$ cat src/hdl/akf_pkg.sv
// Shared types, constants and saturating helpers for the angle Kalman filter.
package akf_pkg;

  localparam int QW = 48;
  localparam int CW = 47;

  typedef logic signed [QW-1:0] q_t;
  typedef logic [CW-1:0] cfg_t;

  typedef struct packed {
    logic signed [31:0] accel_angle;
    logic signed [31:0] gyro_rate;
  } akf_in_t;

  typedef struct packed {
    logic signed [31:0] angle_estimate;
    logic signed [31:0] bias_estimate;
  } akf_out_t;

  // Register indexes
  localparam logic [1:0] REG_ANGLE_NOISE = 2'd0;
  localparam logic [1:0] REG_BIAS_NOISE  = 2'd1;
  localparam logic [1:0] REG_MEAS_NOISE  = 2'd2;
  localparam logic [1:0] REG_TIME_STEP   = 2'd3;

  localparam cfg_t RST_ANGLE_NOISE = 47'd4294967;
  localparam cfg_t RST_BIAS_NOISE  = 47'd4294967;
  localparam cfg_t RST_MEAS_NOISE  = 47'd42949672960;
  localparam cfg_t RST_TIME_STEP   = 47'd25769804;

  localparam q_t Q_MAX = {1'b0, {(QW-1){1'b1}}};
  localparam q_t Q_MIN = {1'b1, {(QW-1){1'b0}}};
  localparam q_t Q_ONE = 48'sd4294967296;

  function automatic q_t add_sat(input q_t a, input q_t b);
    logic signed [QW:0] s;
    s = {a[QW-1], a} + {b[QW-1], b};
    if (s[QW] != s[QW-1]) return s[QW] ? Q_MIN : Q_MAX;
    return s[QW-1:0];
  endfunction

  function automatic q_t sub_sat(input q_t a, input q_t b);
    logic signed [QW:0] s;
    s = {a[QW-1], a} - {b[QW-1], b};
    if (s[QW] != s[QW-1]) return s[QW] ? Q_MIN : Q_MAX;
    return s[QW-1:0];
  endfunction

  function automatic q_t neg_sat(input q_t a);
    if (a == Q_MIN) return Q_MAX;
    return -a;
  endfunction

  // Magnitude; the most negative value maps to 2^47, which still fits
  function automatic logic [QW-1:0] mag(input q_t v);
    logic [QW-1:0] m;
    m = v[QW-1] ? QW'(-v) : v;
    return m;
  endfunction

  // Apply sign to a magnitude and clip to the 48-bit range
  function automatic q_t from_mag(input logic [63:0] m, input logic neg);
    if (neg) begin
      if (m >= 64'h0000_8000_0000_0000) return Q_MIN;
      return -q_t'(m[QW-1:0]);
    end
    if (m > 64'h0000_7FFF_FFFF_FFFF) return Q_MAX;
    return q_t'(m[QW-1:0]);
  endfunction

endpackage

$ cat src/hdl/akf_div.sv
// Serial restoring divider for Q16.32 quotients, one quotient bit per cycle.
module akf_div (
  input  logic        clk,
  input  logic        rst,
  input  logic        start,
  input  akf_pkg::q_t n,
  input  akf_pkg::q_t d,
  output logic        done,
  output akf_pkg::q_t result
);
  import akf_pkg::*;

  logic [QW-1:0] md;
  logic          neg;
  logic [62:0]   rem;
  logic [46:0]   quo;
  logic [5:0]    cnt;
  logic          chk;
  logic          run;
  logic [62:0]   dsh;
  logic [62:0]   dov;
  // Marks a finished iteration whose result is not yet posted
  logic          quo_pend;

  // Divisor aligned to the top quotient bit, and the overflow limit
  assign dsh = {1'b0, md, 14'b0};
  assign dov = {md, 15'b0};

  always_ff @(posedge clk) begin
    if (rst) begin
      chk  <= 1'b0;
      run  <= 1'b0;
      done <= 1'b0;
    end else begin
      done <= 1'b0;
      if (start) begin
        md  <= mag(d);
        neg <= n[QW-1] != d[QW-1];
        rem <= {15'b0, mag(n)};
        quo <= '0;
        cnt <= 6'd46;
        chk <= 1'b1;
      end else if (chk) begin
        // zero divisor and a quotient of 2^15 or more finish at once
        chk <= 1'b0;
        if (md == '0) begin
          result <= '0;
          done   <= 1'b1;
        end else if (rem >= dov) begin
          result <= neg ? Q_MIN : Q_MAX;
          done   <= 1'b1;
        end else begin
          run <= 1'b1;
        end
      end else if (run) begin
        if (rem >= dsh) begin
          rem <= {rem[61:0] - dsh[61:0], 1'b0};
          quo <= {quo[45:0], 1'b1};
        end else begin
          rem <= {rem[61:0], 1'b0};
          quo <= {quo[45:0], 1'b0};
        end
        if (cnt == 6'd0) begin
          run <= 1'b0;
          chk <= 1'b0;
        end else begin
          cnt <= cnt - 6'd1;
        end
      end
      // quotient is complete the cycle after the last step
      if (!start && !chk && !run && cnt == 6'd0 && !done && quo_pend) begin
        result <= from_mag({17'b0, quo}, neg);
        done   <= 1'b1;
      end
    end
  end

  always_ff @(posedge clk) begin
    if (rst) begin
      quo_pend <= 1'b0;
    end else if (run && cnt == 6'd0) begin
      quo_pend <= 1'b1;
    end else if (quo_pend && !run) begin
      quo_pend <= 1'b0;
    end
  end
endmodule

$ cat config.mk
export PLATFORM = sky130hd
export DESIGN_NAME = akf_div
export DESIGN_NICKNAME = d
export VERILOG_FILES = /design/src/hdl/akf_pkg.sv /design/src/hdl/akf_div.sv
export SDC_FILE = /design/constraint.sdc
export NUM_CORES = 1
export LEC_CHECK = 0
export BUFFER_PORTS_ARGS = -buffer_cell sky130_fd_sc_hd__buf_2
export CELL_PAD_IN_SITES_DETAIL_PLACEMENT = 1
export CELL_PAD_IN_SITES_GLOBAL_PLACEMENT = 1
export CORE_UTILIZATION = 45
export DETAILED_ROUTE_END_ITERATION = 8
export MAX_ROUTING_LAYER = met4
export PLACE_DENSITY = 0.82
export SETUP_SLACK_MARGIN = 0.3
export SLEW_MARGIN = 10
export SYNTH_ARGS = -nofsm -noshare
export SYNTH_HDL_FRONTEND = slang
export SYNTH_SLANG_ARGS = --single-unit
$ cat constraint.sdc
create_clock -name clk -period 8 [get_ports clk]
set_clock_uncertainty 0.15 [all_clocks]
set_input_delay 0.4 -clock clk [delete_from_list [all_inputs] [get_ports clk]]
set_output_delay 0.4 -clock clk [all_outputs]
set_load 0.005 [all_outputs]
==> metrics.yaml <==
seq_power_share: 0.400
grt_first_pass_wirelength_um: 77900
internal-power_mw: 2.44
postSynthAreaPerCell_um2: 9.51
postCtsSetupBuffers: 0
synth_area_leader_cell: "edfxtp_1"
clk_transition_reported_paths_ns: 0.06
critical_path_class: "reg2reg"
post_cts.resized_instances: 0
setup.worst_path.start_class: "flop"
postSynthCellCount: 1664
cap_violations: 0
hp-class: "in2reg"
synth_area_um2: 15800
final_nets: 1991
p_leak_nw: 6.92
numCtsBuffers: 27
async_reset_ff_frac: 0
viasPerCell: 6.10
synth.yosys.seq_area_share: 0.409
preCtsSetupSlack_ns: 3.55
synthesis.nets: 1865
dp.cells: 2211
max_slew.worst_pin.slew_ns: 1.08
power_density_nw_per_um2: 196
core_um2: 34500
areaGrowthSynthToFinish_pct: 13.8
clk_lat_worst_skew_ns: 0.55
core.rowCount: 68
routed_wire_length_per_instance_um: 21.7
edff_count_synth: 213
power.net_switching_mw: 1.09
cts_root_buffer: "clkbuf_16"
crit_path_end_kind: "flop"
rsz0062_at_grt: "no"
number_of_global_route_vias_before_repair: 14300
grt_max_degree: 95
postSynthRegisterBits: 217
route.vias.total: 13800
dr.pass1.iters: 5
die_width_um: 189
final.min_clock_period_ns: 4.52
result_of_the_run: "finished, final reports clean"
synth.distinct_cells: 70
cts_htree_levels: 1
die_h_um: 189
path_max_fanout: 35
vdd_ir_drop_max_mv: 0.162
slew-limit-headroom: 0.265
finalPower_mw: 3.52
grt.overflow.total: 0
final-instance-count-excl-fill: 2270
synth_top_cell_area_share: 0.404
cts_tree: "done"
post-route-drc-count: 0
worst-endpoint-required_ns: 8.15
netSwitchingFraction: 0.308
initial_core_util: 0.458
reg2reg_depth: 12
place.gp.congestion: 0.977
ratio_of_cells_with_drive_above_1_in_the_final_layout: 0.132
slew_violations: 0
final_setup_margin_ns: 3.48
cts_sinks: 217
final.setup.tns_ns: 0
timing.critical_path.arrival_ns: 4.67
routed_wirelength_um: 49200
yosys_synthesis_warning_count: 0
ios: 148
ant_nets: 0
combinational_share_of_power: 0.242
finalCritPeriodShare: 0.566
finalHoldViolCount: 0
hold_path_depth: 2
synth_ff_type: "edfxtp_1"
synth.top_cells.by_area: "edfxtp_1 40%, ha_1 8.0%, a21oi_1 5.4%"
share_clk_of_total_power: 0.358
number_of_antenna_violations_at_the_first_check_in_global_routing: 5
hpwlAfterDp_um: 36800
grt_util_all_layers: 0.283
buffer_ports.inserted: 147
clk_path_buf_depth: 3
initialDrtViolationCount: 927
fp.dieArea_um2: 35900
max_freq_ghz: 0.221
finalSetupViolCount: 0
==> layout by cell type (no fill, tap or decap), types with 63 or more instances in the layout <==
cell type / n
nor2_1: 98
o21ai_0: 78
a21oi_1: 171
buf_2: 146
edfxtp_1: 213
nor2b_1: 63
ha_1: 101
nand2_1: 128
xnor2_1: 80
inv_1: 68
==> cell usage after synthesis, drive strengths merged (5+ instances only) <==
master	count
nor3	41
nand4	26
buf	10
nand4b	6
a21boi	5
o21bai	9
xnor2	80
edfxtp	213
o21a	11
xor2	50
nand3	30
and4	5
mux2i	49
nor3b	24
o41ai	14
o221ai	6
o211ai	9
o22ai	43
clkbuf	59
or4	22
or3	25
a21oi	172
a211oi	7
ha	101
or2	13
o31ai	30
nand2b	18
a31oi	19
nor2b	63
nand2	128
nor4	38
and2	8
o31a	5
o21ai	80
inv	68
a21o	34
nor2	100
==> routing by layer <==
metal / routed length, µm / GRT usage / vias to the layer above
met4: 2200 / 0.118 / 0
met1: 20500 / 0.343 / 6777
li1: - / - / 6553
met5: 0 / - / -
met3: 2720 / 0.0441 / 107
met2: 23800 / 0.468 / 403
==> worst max-delay path: stages (launching register included) <==
cell and delay (ns):
edfxtp_1 0.45, ha_1 0.41, nand2_1 0.19, nor2_1 0.12, nor4bb_1 0.16, nand4_1 0.22, nor2_1 0.08, a2111oi_0 0.92
nand3_2 0.44, buf_4 0.45, nand2_1 0.21, inv_1 0.14, a221o_1 0.33
==> repair_timing <==
action,in CTS,in global routing
endpoints found under the setup margin,0,0
hold buffers,4,0
hold endpoints to repair,4,0
==> power groups by stage <==
stage               sequential, mW  clock (mW)  combinational, mW
floorplan                     1.41           0              0.589
global placement              1.42           0              0.809
detailed placement            1.43           0              0.835
CTS                           1.41        1.28              0.846
global route                  1.42        1.32              0.940
finish                        1.41        1.26              0.853
==> cell type report <==
class | instances | area (µm²)
multi-input combinational | 1309 | 8870
clock inverter | 17 | 204
clock buffer | 32 | 704
timing repair buffer | 166 | 903
tap | 455 | 569
inverter | 69 | 259
sequential | 217 | 6480
fill | 4028 | 16500
antenna | 5 | 12.5
==> cells by family (layout without fill, tap and decap cells) <==
kind of cell    after synthesis  count (layout)  share of synthesized area
xor+xnor                    130             130                     0.0720
mux                          49              49                     0.0310
simple gates                560             560                      0.190
buf+inv                     138             284                     0.0331
other cells                   0               5                          0
fa+ha+maj                   102             102                     0.0812
flops                       217             217                      0.409
compound gates              468             468                      0.183
==> flip-flops by register name, summed over array words and instances (netlist names) <==
register / count
quo_pend: 1
quo: 47
neg: 1
md: 48
run: 1
result: 48
chk: 1
cnt: 6
done: 1
rem: 63
==> metrics by stage <==
step	instance area (µm²)	utilization	hold slack (ns)
CTS	18000	0.520	0.00804
detailed placement	17000	0.492	0.324
global route	18000	0.521	0.0301
finish	18000	0.521	0.0297
global placement	17000	0.492	0.296
floorplan	15800	-	0.285
==> final timing paths <==
check / end / startpoint / slack [ns]
min reg2reg: quo_pend / quo_pend / 0.33
min: md[6] / d[6] / 0.03
max: rem[47] / rem[39] / 3.48
max reg2reg: rem[47] / rem[39] / 3.48
No activity file was read; power rests on OpenSTA's default activity.
