$ cat src/hdl/akf_pkg.sv
// Shared types, constants and saturating helpers for the angle Kalman filter.
package akf_pkg;

  localparam int QW = 48;
  localparam int CW = 47;

  typedef logic signed [QW-1:0] q_t;
  typedef logic [CW-1:0] cfg_t;

  typedef struct packed {
    logic signed [31:0] accel_angle;
    logic signed [31:0] gyro_rate;
  } akf_in_t;

  typedef struct packed {
    logic signed [31:0] angle_estimate;
    logic signed [31:0] bias_estimate;
  } akf_out_t;

  // Register indexes
  localparam logic [1:0] REG_ANGLE_NOISE = 2'd0;
  localparam logic [1:0] REG_BIAS_NOISE  = 2'd1;
  localparam logic [1:0] REG_MEAS_NOISE  = 2'd2;
  localparam logic [1:0] REG_TIME_STEP   = 2'd3;

  localparam cfg_t RST_ANGLE_NOISE = 47'd4294967;
  localparam cfg_t RST_BIAS_NOISE  = 47'd4294967;
  localparam cfg_t RST_MEAS_NOISE  = 47'd42949672960;
  localparam cfg_t RST_TIME_STEP   = 47'd25769804;

  localparam q_t Q_MAX = {1'b0, {(QW-1){1'b1}}};
  localparam q_t Q_MIN = {1'b1, {(QW-1){1'b0}}};
  localparam q_t Q_ONE = 48'sd4294967296;

  function automatic q_t add_sat(input q_t a, input q_t b);
    logic signed [QW:0] s;
    s = {a[QW-1], a} + {b[QW-1], b};
    if (s[QW] != s[QW-1]) return s[QW] ? Q_MIN : Q_MAX;
    return s[QW-1:0];
  endfunction

  function automatic q_t sub_sat(input q_t a, input q_t b);
    logic signed [QW:0] s;
    s = {a[QW-1], a} - {b[QW-1], b};
    if (s[QW] != s[QW-1]) return s[QW] ? Q_MIN : Q_MAX;
    return s[QW-1:0];
  endfunction

  function automatic q_t neg_sat(input q_t a);
    if (a == Q_MIN) return Q_MAX;
    return -a;
  endfunction

  // Magnitude; the most negative value maps to 2^47, which still fits
  function automatic logic [QW-1:0] mag(input q_t v);
    logic [QW-1:0] m;
    m = v[QW-1] ? QW'(-v) : v;
    return m;
  endfunction

  // Apply sign to a magnitude and clip to the 48-bit range
  function automatic q_t from_mag(input logic [63:0] m, input logic neg);
    if (neg) begin
      if (m >= 64'h0000_8000_0000_0000) return Q_MIN;
      return -q_t'(m[QW-1:0]);
    end
    if (m > 64'h0000_7FFF_FFFF_FFFF) return Q_MAX;
    return q_t'(m[QW-1:0]);
  endfunction

endpackage

$ cat src/hdl/akf_mul.sv
// Multi-cycle Q16.32 multiplier: 48x16 partial products, truncation, saturation.
module akf_mul (
  input  logic        clk,
  input  logic        rst,
  input  logic        start,
  input  akf_pkg::q_t a,
  input  akf_pkg::q_t b,
  output logic        done,
  output akf_pkg::q_t result
);
  import akf_pkg::*;

  logic [QW-1:0] ma;
  logic [QW-1:0] mb;
  logic          neg;
  logic [95:0]   acc;
  logic [1:0]    cnt;
  logic          run;
  logic          fin;
  logic [15:0]   chunk;
  logic [63:0]   part;

  // Digit of the second operand, most significant first
  always_comb begin
    case (cnt)
      2'd2:    chunk = mb[47:32];
      2'd1:    chunk = mb[31:16];
      default: chunk = mb[15:0];
    endcase
    part = {16'b0, ma} * {48'b0, chunk};
  end

  always_ff @(posedge clk) begin
    if (rst) begin
      run  <= 1'b0;
      fin  <= 1'b0;
      done <= 1'b0;
    end else begin
      done <= 1'b0;
      if (start) begin
        ma  <= mag(a);
        mb  <= mag(b);
        neg <= a[QW-1] != b[QW-1];
        acc <= '0;
        cnt <= 2'd2;
        run <= 1'b1;
      end else if (run) begin
        acc <= {acc[79:0], 16'b0} + {32'b0, part};
        if (cnt == 2'd0) begin
          run <= 1'b0;
          fin <= 1'b1;
        end else begin
          cnt <= cnt - 2'd1;
        end
      end else if (fin) begin
        fin    <= 1'b0;
        done   <= 1'b1;
        result <= from_mag(acc[95:32], neg);
      end
    end
  end
endmodule

$ cat config.mk
export PLATFORM = sky130hd
export DESIGN_NAME = akf_mul
export DESIGN_NICKNAME = d
export VERILOG_FILES = /design/src/hdl/akf_pkg.sv /design/src/hdl/akf_mul.sv
export SDC_FILE = /design/constraint.sdc
export NUM_CORES = 2
export LEC_CHECK = 0
export BUFFER_PORTS_ARGS = -buffer_cell sky130_fd_sc_hd__buf_4
export CAP_MARGIN = 40
export CORE_AREA = 5 5 241 418
export CTS_BUF_LIST = sky130_fd_sc_hd__clkbuf_4
export DETAILED_ROUTE_END_ITERATION = 10
export DIE_AREA = 0 0 246 423
export PLACE_DENSITY = 0.61
export SLEW_MARGIN = 5
export SYNTH_ARGS = -nofsm -noshare
export SYNTH_HDL_FRONTEND = slang
export SYNTH_SLANG_ARGS = --single-unit
export TNS_END_PERCENT = 5
$ cat constraint.sdc
create_clock -name clk -period 8.08 [get_ports clk]
set_input_delay 2.424 -clock clk [delete_from_list [all_inputs] [get_ports clk]]
set_output_delay 2.424 -clock clk [all_outputs]
set_load 0.05 [all_outputs]
==> impl_metrics.prom <==
# TYPE chip_impl_metric gauge
chip_impl_info{name="status",value="finished, final reports clean"} 1
chip_impl_metric{name="drv_slew",unit=""} 0
chip_impl_info{name="crit_slowest_cell",value="fa_1"} 1
chip_impl_metric{name="cts_inserted_buffers",unit=""} 59
chip_impl_metric{name="number_of_synthesized_flops_with_an_enable_pin",unit=""} 243
chip_impl_metric{name="row_count",unit=""} 151
chip_impl_metric{name="die-height",unit="um"} 423
chip_impl_metric{name="finalWeightedCongestion",unit=""} 0.980
chip_impl_metric{name="max_freq",unit="MHz"} 126
chip_impl_info{name="timing.hold.worst_endpoint",value="fin$_SDFFE_PP0P_"} 1
chip_impl_metric{name="numnets_final",unit=""} 5439
chip_impl_metric{name="nFillCells",unit=""} 9474
chip_impl_metric{name="syn_nets",unit=""} 5123
chip_impl_metric{name="wl",unit="mm"} 123
chip_impl_metric{name="route.detailed.vias_per_inst",unit=""} 5.29
chip_impl_metric{name="synth.avg_cell_area",unit="um2"} 9.19
chip_impl_metric{name="setup-violations-final",unit=""} 0
chip_impl_metric{name="cts_max_path_buffers",unit=""} 3
chip_impl_metric{name="final.hold.worst_slack",unit="ns"} 0.501
chip_impl_metric{name="hold_path_depth",unit=""} 2
chip_impl_metric{name="grtUsageTotal",unit=""} 0.239
chip_impl_info{name="path_class",value="register to register"} 1
chip_impl_metric{name="synth.ff_latch_count",unit=""} 246
chip_impl_info{name="most_used_cells_in_the_layout_excluding_fill_and_tap_cells",value="867 x inv_1, 650 x fa_1, 645 x nand2_1"} 1
chip_impl_info{name="cts_tree",value="yes"} 1
chip_impl_metric{name="grt_antenna_before_repair",unit=""} 3
chip_impl_metric{name="syn-cell-area",unit="um2"} 38400
chip_impl_metric{name="sequential_cell_area",unit="um2"} 7360
chip_impl_metric{name="gr-total-overflow",unit=""} 0
chip_impl_metric{name="portBuffers",unit=""} 147
chip_impl_metric{name="ant_nets",unit=""} 0
chip_impl_metric{name="maxCapViolCount",unit=""} 0
chip_impl_metric{name="grt_pass1_wl",unit="mm"} 191
chip_impl_metric{name="area_growth_from_synthesis_to_layout",unit="%"} 17.4
chip_impl_info{name="postSynth.topFlopCell",value="edfxtp_1"} 1
chip_impl_metric{name="warnings_from_yosys",unit=""} 0
chip_impl_metric{name="routed_length_per_instance",unit="um"} 21.1
chip_impl_metric{name="placed_area",unit="um2"} 43100
chip_impl_info{name="critPathLaunchType",value="register"} 1
chip_impl_metric{name="grt_max_degree",unit=""} 76
chip_impl_metric{name="min_period",unit="ns"} 7.91
chip_impl_metric{name="via_count",unit=""} 30900
chip_impl_metric{name="top_level_ports",unit=""} 148
chip_impl_metric{name="multiInputGateArea",unit="um2"} 27800
chip_impl_metric{name="drt_iter0_markers",unit=""} 1786
chip_impl_metric{name="timing.reg2reg.setup_slack",unit="ns"} 0.17
chip_impl_metric{name="dpl.hpwl",unit="mm"} 101
chip_impl_metric{name="die_w",unit="um"} 246
chip_impl_metric{name="clk_pin_slew_worst_paths",unit="ns"} 0.08
chip_impl_metric{name="synth.lib_cells_used.distinct",unit=""} 73
chip_impl_metric{name="finalSetupTns",unit="ns"} 0
chip_impl_info{name="critical_path.endpoint_type",value="register"} 1
chip_impl_info{name="grt_setup_unrepaired",value="true"} 1
chip_impl_metric{name="critical_path.max_stage_delay",unit="ns"} 0.58
chip_impl_metric{name="synth-seq-area-share",unit=""} 0.192
chip_impl_metric{name="final_hold_viol_count",unit=""} 0
chip_impl_info{name="timing.critical_path.mode_cell",value="fa_1"} 1
chip_impl_metric{name="worst_r2r_path_depth",unit=""} 32
chip_impl_metric{name="final_layout_size_suffix_gt1_frac",unit=""} 0.170
chip_impl_info{name="hp-class",value="register to register"} 1
chip_impl_metric{name="detailedRoute.firstPassIterationCount",unit=""} 5
chip_impl_metric{name="cp_max_fo",unit=""} 13
chip_impl_info{name="cts-root-buf",value="clkbuf_4"} 1
chip_impl_metric{name="clock_insertion_delay_worst_skew",unit="ns"} 0.88
chip_impl_metric{name="final_design_area_no_fill",unit="um2"} 45000
chip_impl_metric{name="worst-endpoint-required",unit="ns"} 8.72
chip_impl_metric{name="cts_num_sinks",unit=""} 246
chip_impl_info{name="worst_hold_startpoint",value="fin$_SDFFE_PP0P_"} 1
chip_impl_info{name="mostFrequentLayoutCell",value="inv_1"} 1
chip_impl_metric{name="tightestPinTransition",unit="ns"} 1.05
chip_impl_metric{name="worst_slew_margin_rel",unit=""} 0.294
chip_impl_metric{name="hold_buffers",unit=""} 0
chip_impl_metric{name="start_util",unit=""} 0.397
chip_impl_metric{name="syn_inst",unit=""} 4176
chip_impl_metric{name="cts_max_level",unit=""} 2
chip_impl_metric{name="number_of_global_route_vias_before_repair",unit=""} 34100
chip_impl_metric{name="floorplan.die_area",unit="um2"} 104000
chip_impl_metric{name="design.core.area",unit="um2"} 96700
chip_impl_metric{name="data_arrival_time_of_the_critical_path",unit="ns"} 8.55
chip_impl_metric{name="drc",unit=""} 0
chip_impl_metric{name="final_min_period_over_clock_period",unit=""} 0.979
chip_impl_metric{name="final.setup_skew",unit="ns"} 0.0655
chip_impl_metric{name="postSynth.asyncResetShare",unit=""} 0
chip_impl_info{name="r2r_end",value="acc[90]$_SDFFCE_PP0P_"} 1
chip_impl_info{name="worst_r2r_startpoint",value="cnt[0]$_SDFFCE_PP0P_"} 1
[cell usage after synthesis (15+ instances only)]
| cell | n | area [um2] |
|---|---|---|
| ha_1 | 158 | 1980 |
| a21oi_1 | 115 | 576 |
| xnor2_1 | 114 | 998 |
| and2_1 | 270 | 1690 |
| fa_1 | 690 | 13800 |
| nand2_1 | 649 | 2440 |
| or3_1 | 40 | 250 |
| xor2_1 | 35 | 307 |
| edfxtp_1 | 243 | 7300 |
| or4_1 | 35 | 263 |
| o21bai_1 | 18 | 135 |
| a22oi_1 | 17 | 128 |
| nand3_1 | 23 | 115 |
| nor2b_1 | 17 | 106 |
| a31oi_1 | 15 | 93.8 |
| nor2_1 | 163 | 612 |
| o311ai_0 | 30 | 263 |
| a21o_1 | 36 | 270 |
| o41ai_1 | 23 | 201 |
| inv_1 | 874 | 3280 |
| nand4_1 | 34 | 213 |
| o21ai_0 | 96 | 480 |
| clkbuf_1 | 219 | 822 |
| o31ai_1 | 39 | 293 |
| nor3_1 | 33 | 165 |
[critical path, delay by kind of cell (launching register included)]
family,cells,cell delay [ns]
AO/OA/AOI/OAI,4,0.72
adder cells (fa/ha/maj),8,3.64
buffers and inverters,13,1.50
flip-flops,1,0.43
multiplexers,1,0.29
AND/OR/NAND/NOR,6,1.12
[registers in the layout, indices dropped and copies added (netlist names)]
signal  cells
run         1
done        1
mb         48
fin         1
neg         1
ma         48
result     48
acc        96
cnt         2
[metal layers]
| layer | up-vias | GRT usage | routed length, um |
|---|---|---|---|
| met5 | - | 0 | 27 |
| met4 | 4 | 0.210 | 13800 |
| met3 | 529 | 0.0248 | 4680 |
| met2 | 1061 | 0.448 | 66600 |
| met1 | 15600 | 0.226 | 38000 |
| li1 | 13700 | - | - |
[through the flow]
step,instances,util,setup WS (ns)
5_1_grt,5839,0.466,-0.0403
4_1_cts,5810,0.456,-0.0418
3_3_place_gp,5700,0.445,-0.296
6_report,5839,0.466,0.166
2_1_floorplan,4176,-,-0.212
3_5_place_dp,5703,0.446,-0.405
[how the worst max path moves through the flow]
stage                            endpoint  slack, ns  cells after the start                 start
floorplan           acc[75]$_SDFFCE_PP0P_      -0.21                     29  cnt[0]$_SDFFCE_PP0P_
global placement    acc[71]$_SDFFCE_PP0P_      -0.30                     32  cnt[0]$_SDFFCE_PP0P_
detailed placement  acc[71]$_SDFFCE_PP0P_      -0.41                     30  cnt[0]$_SDFFCE_PP0P_
CTS                 acc[81]$_SDFFCE_PP0P_      -0.04                     30  cnt[0]$_SDFFCE_PP0P_
global route        acc[90]$_SDFFCE_PP0P_      -0.04                     32  cnt[0]$_SDFFCE_PP0P_
finish              acc[90]$_SDFFCE_PP0P_       0.17                     32  cnt[0]$_SDFFCE_PP0P_
[kinds of logic after synthesis]
| group | count (synthesis) | share of synthesized area |
|---|---|---|
| adder cells (fa/ha/maj) | 848 | 0.412 |
| AO/OA/AOI/OAI | 490 | 0.0862 |
| buffers and inverters | 1106 | 0.108 |
| XOR/XNOR | 149 | 0.0340 |
| AND/OR/NAND/NOR | 1328 | 0.165 |
| multiplexers | 9 | 0.00264 |
| flip-flops | 246 | 0.192 |
[what timing repair did]
item | CTS | global route
setup buffers | 0 | 27
pin swaps | 3 | 105
gates resized for setup | 24 | 162
endpoints found under the setup margin | 31 | 52
cloned | 0 | 2
[area by class of cell]
class                      instances  share of cell area
inverter                         875              0.0730
tap                             1300              0.0361
timing repair buffer             486              0.0910
clock buffer                      82              0.0137
clock inverter                    25             0.00500
multi-input combinational       2824               0.618
antenna                            1           0.0000556
sequential                       246               0.163
Power is not shown: default switching activity piles up to over one toggle a cycle in this logic, so the estimate is an artifact.
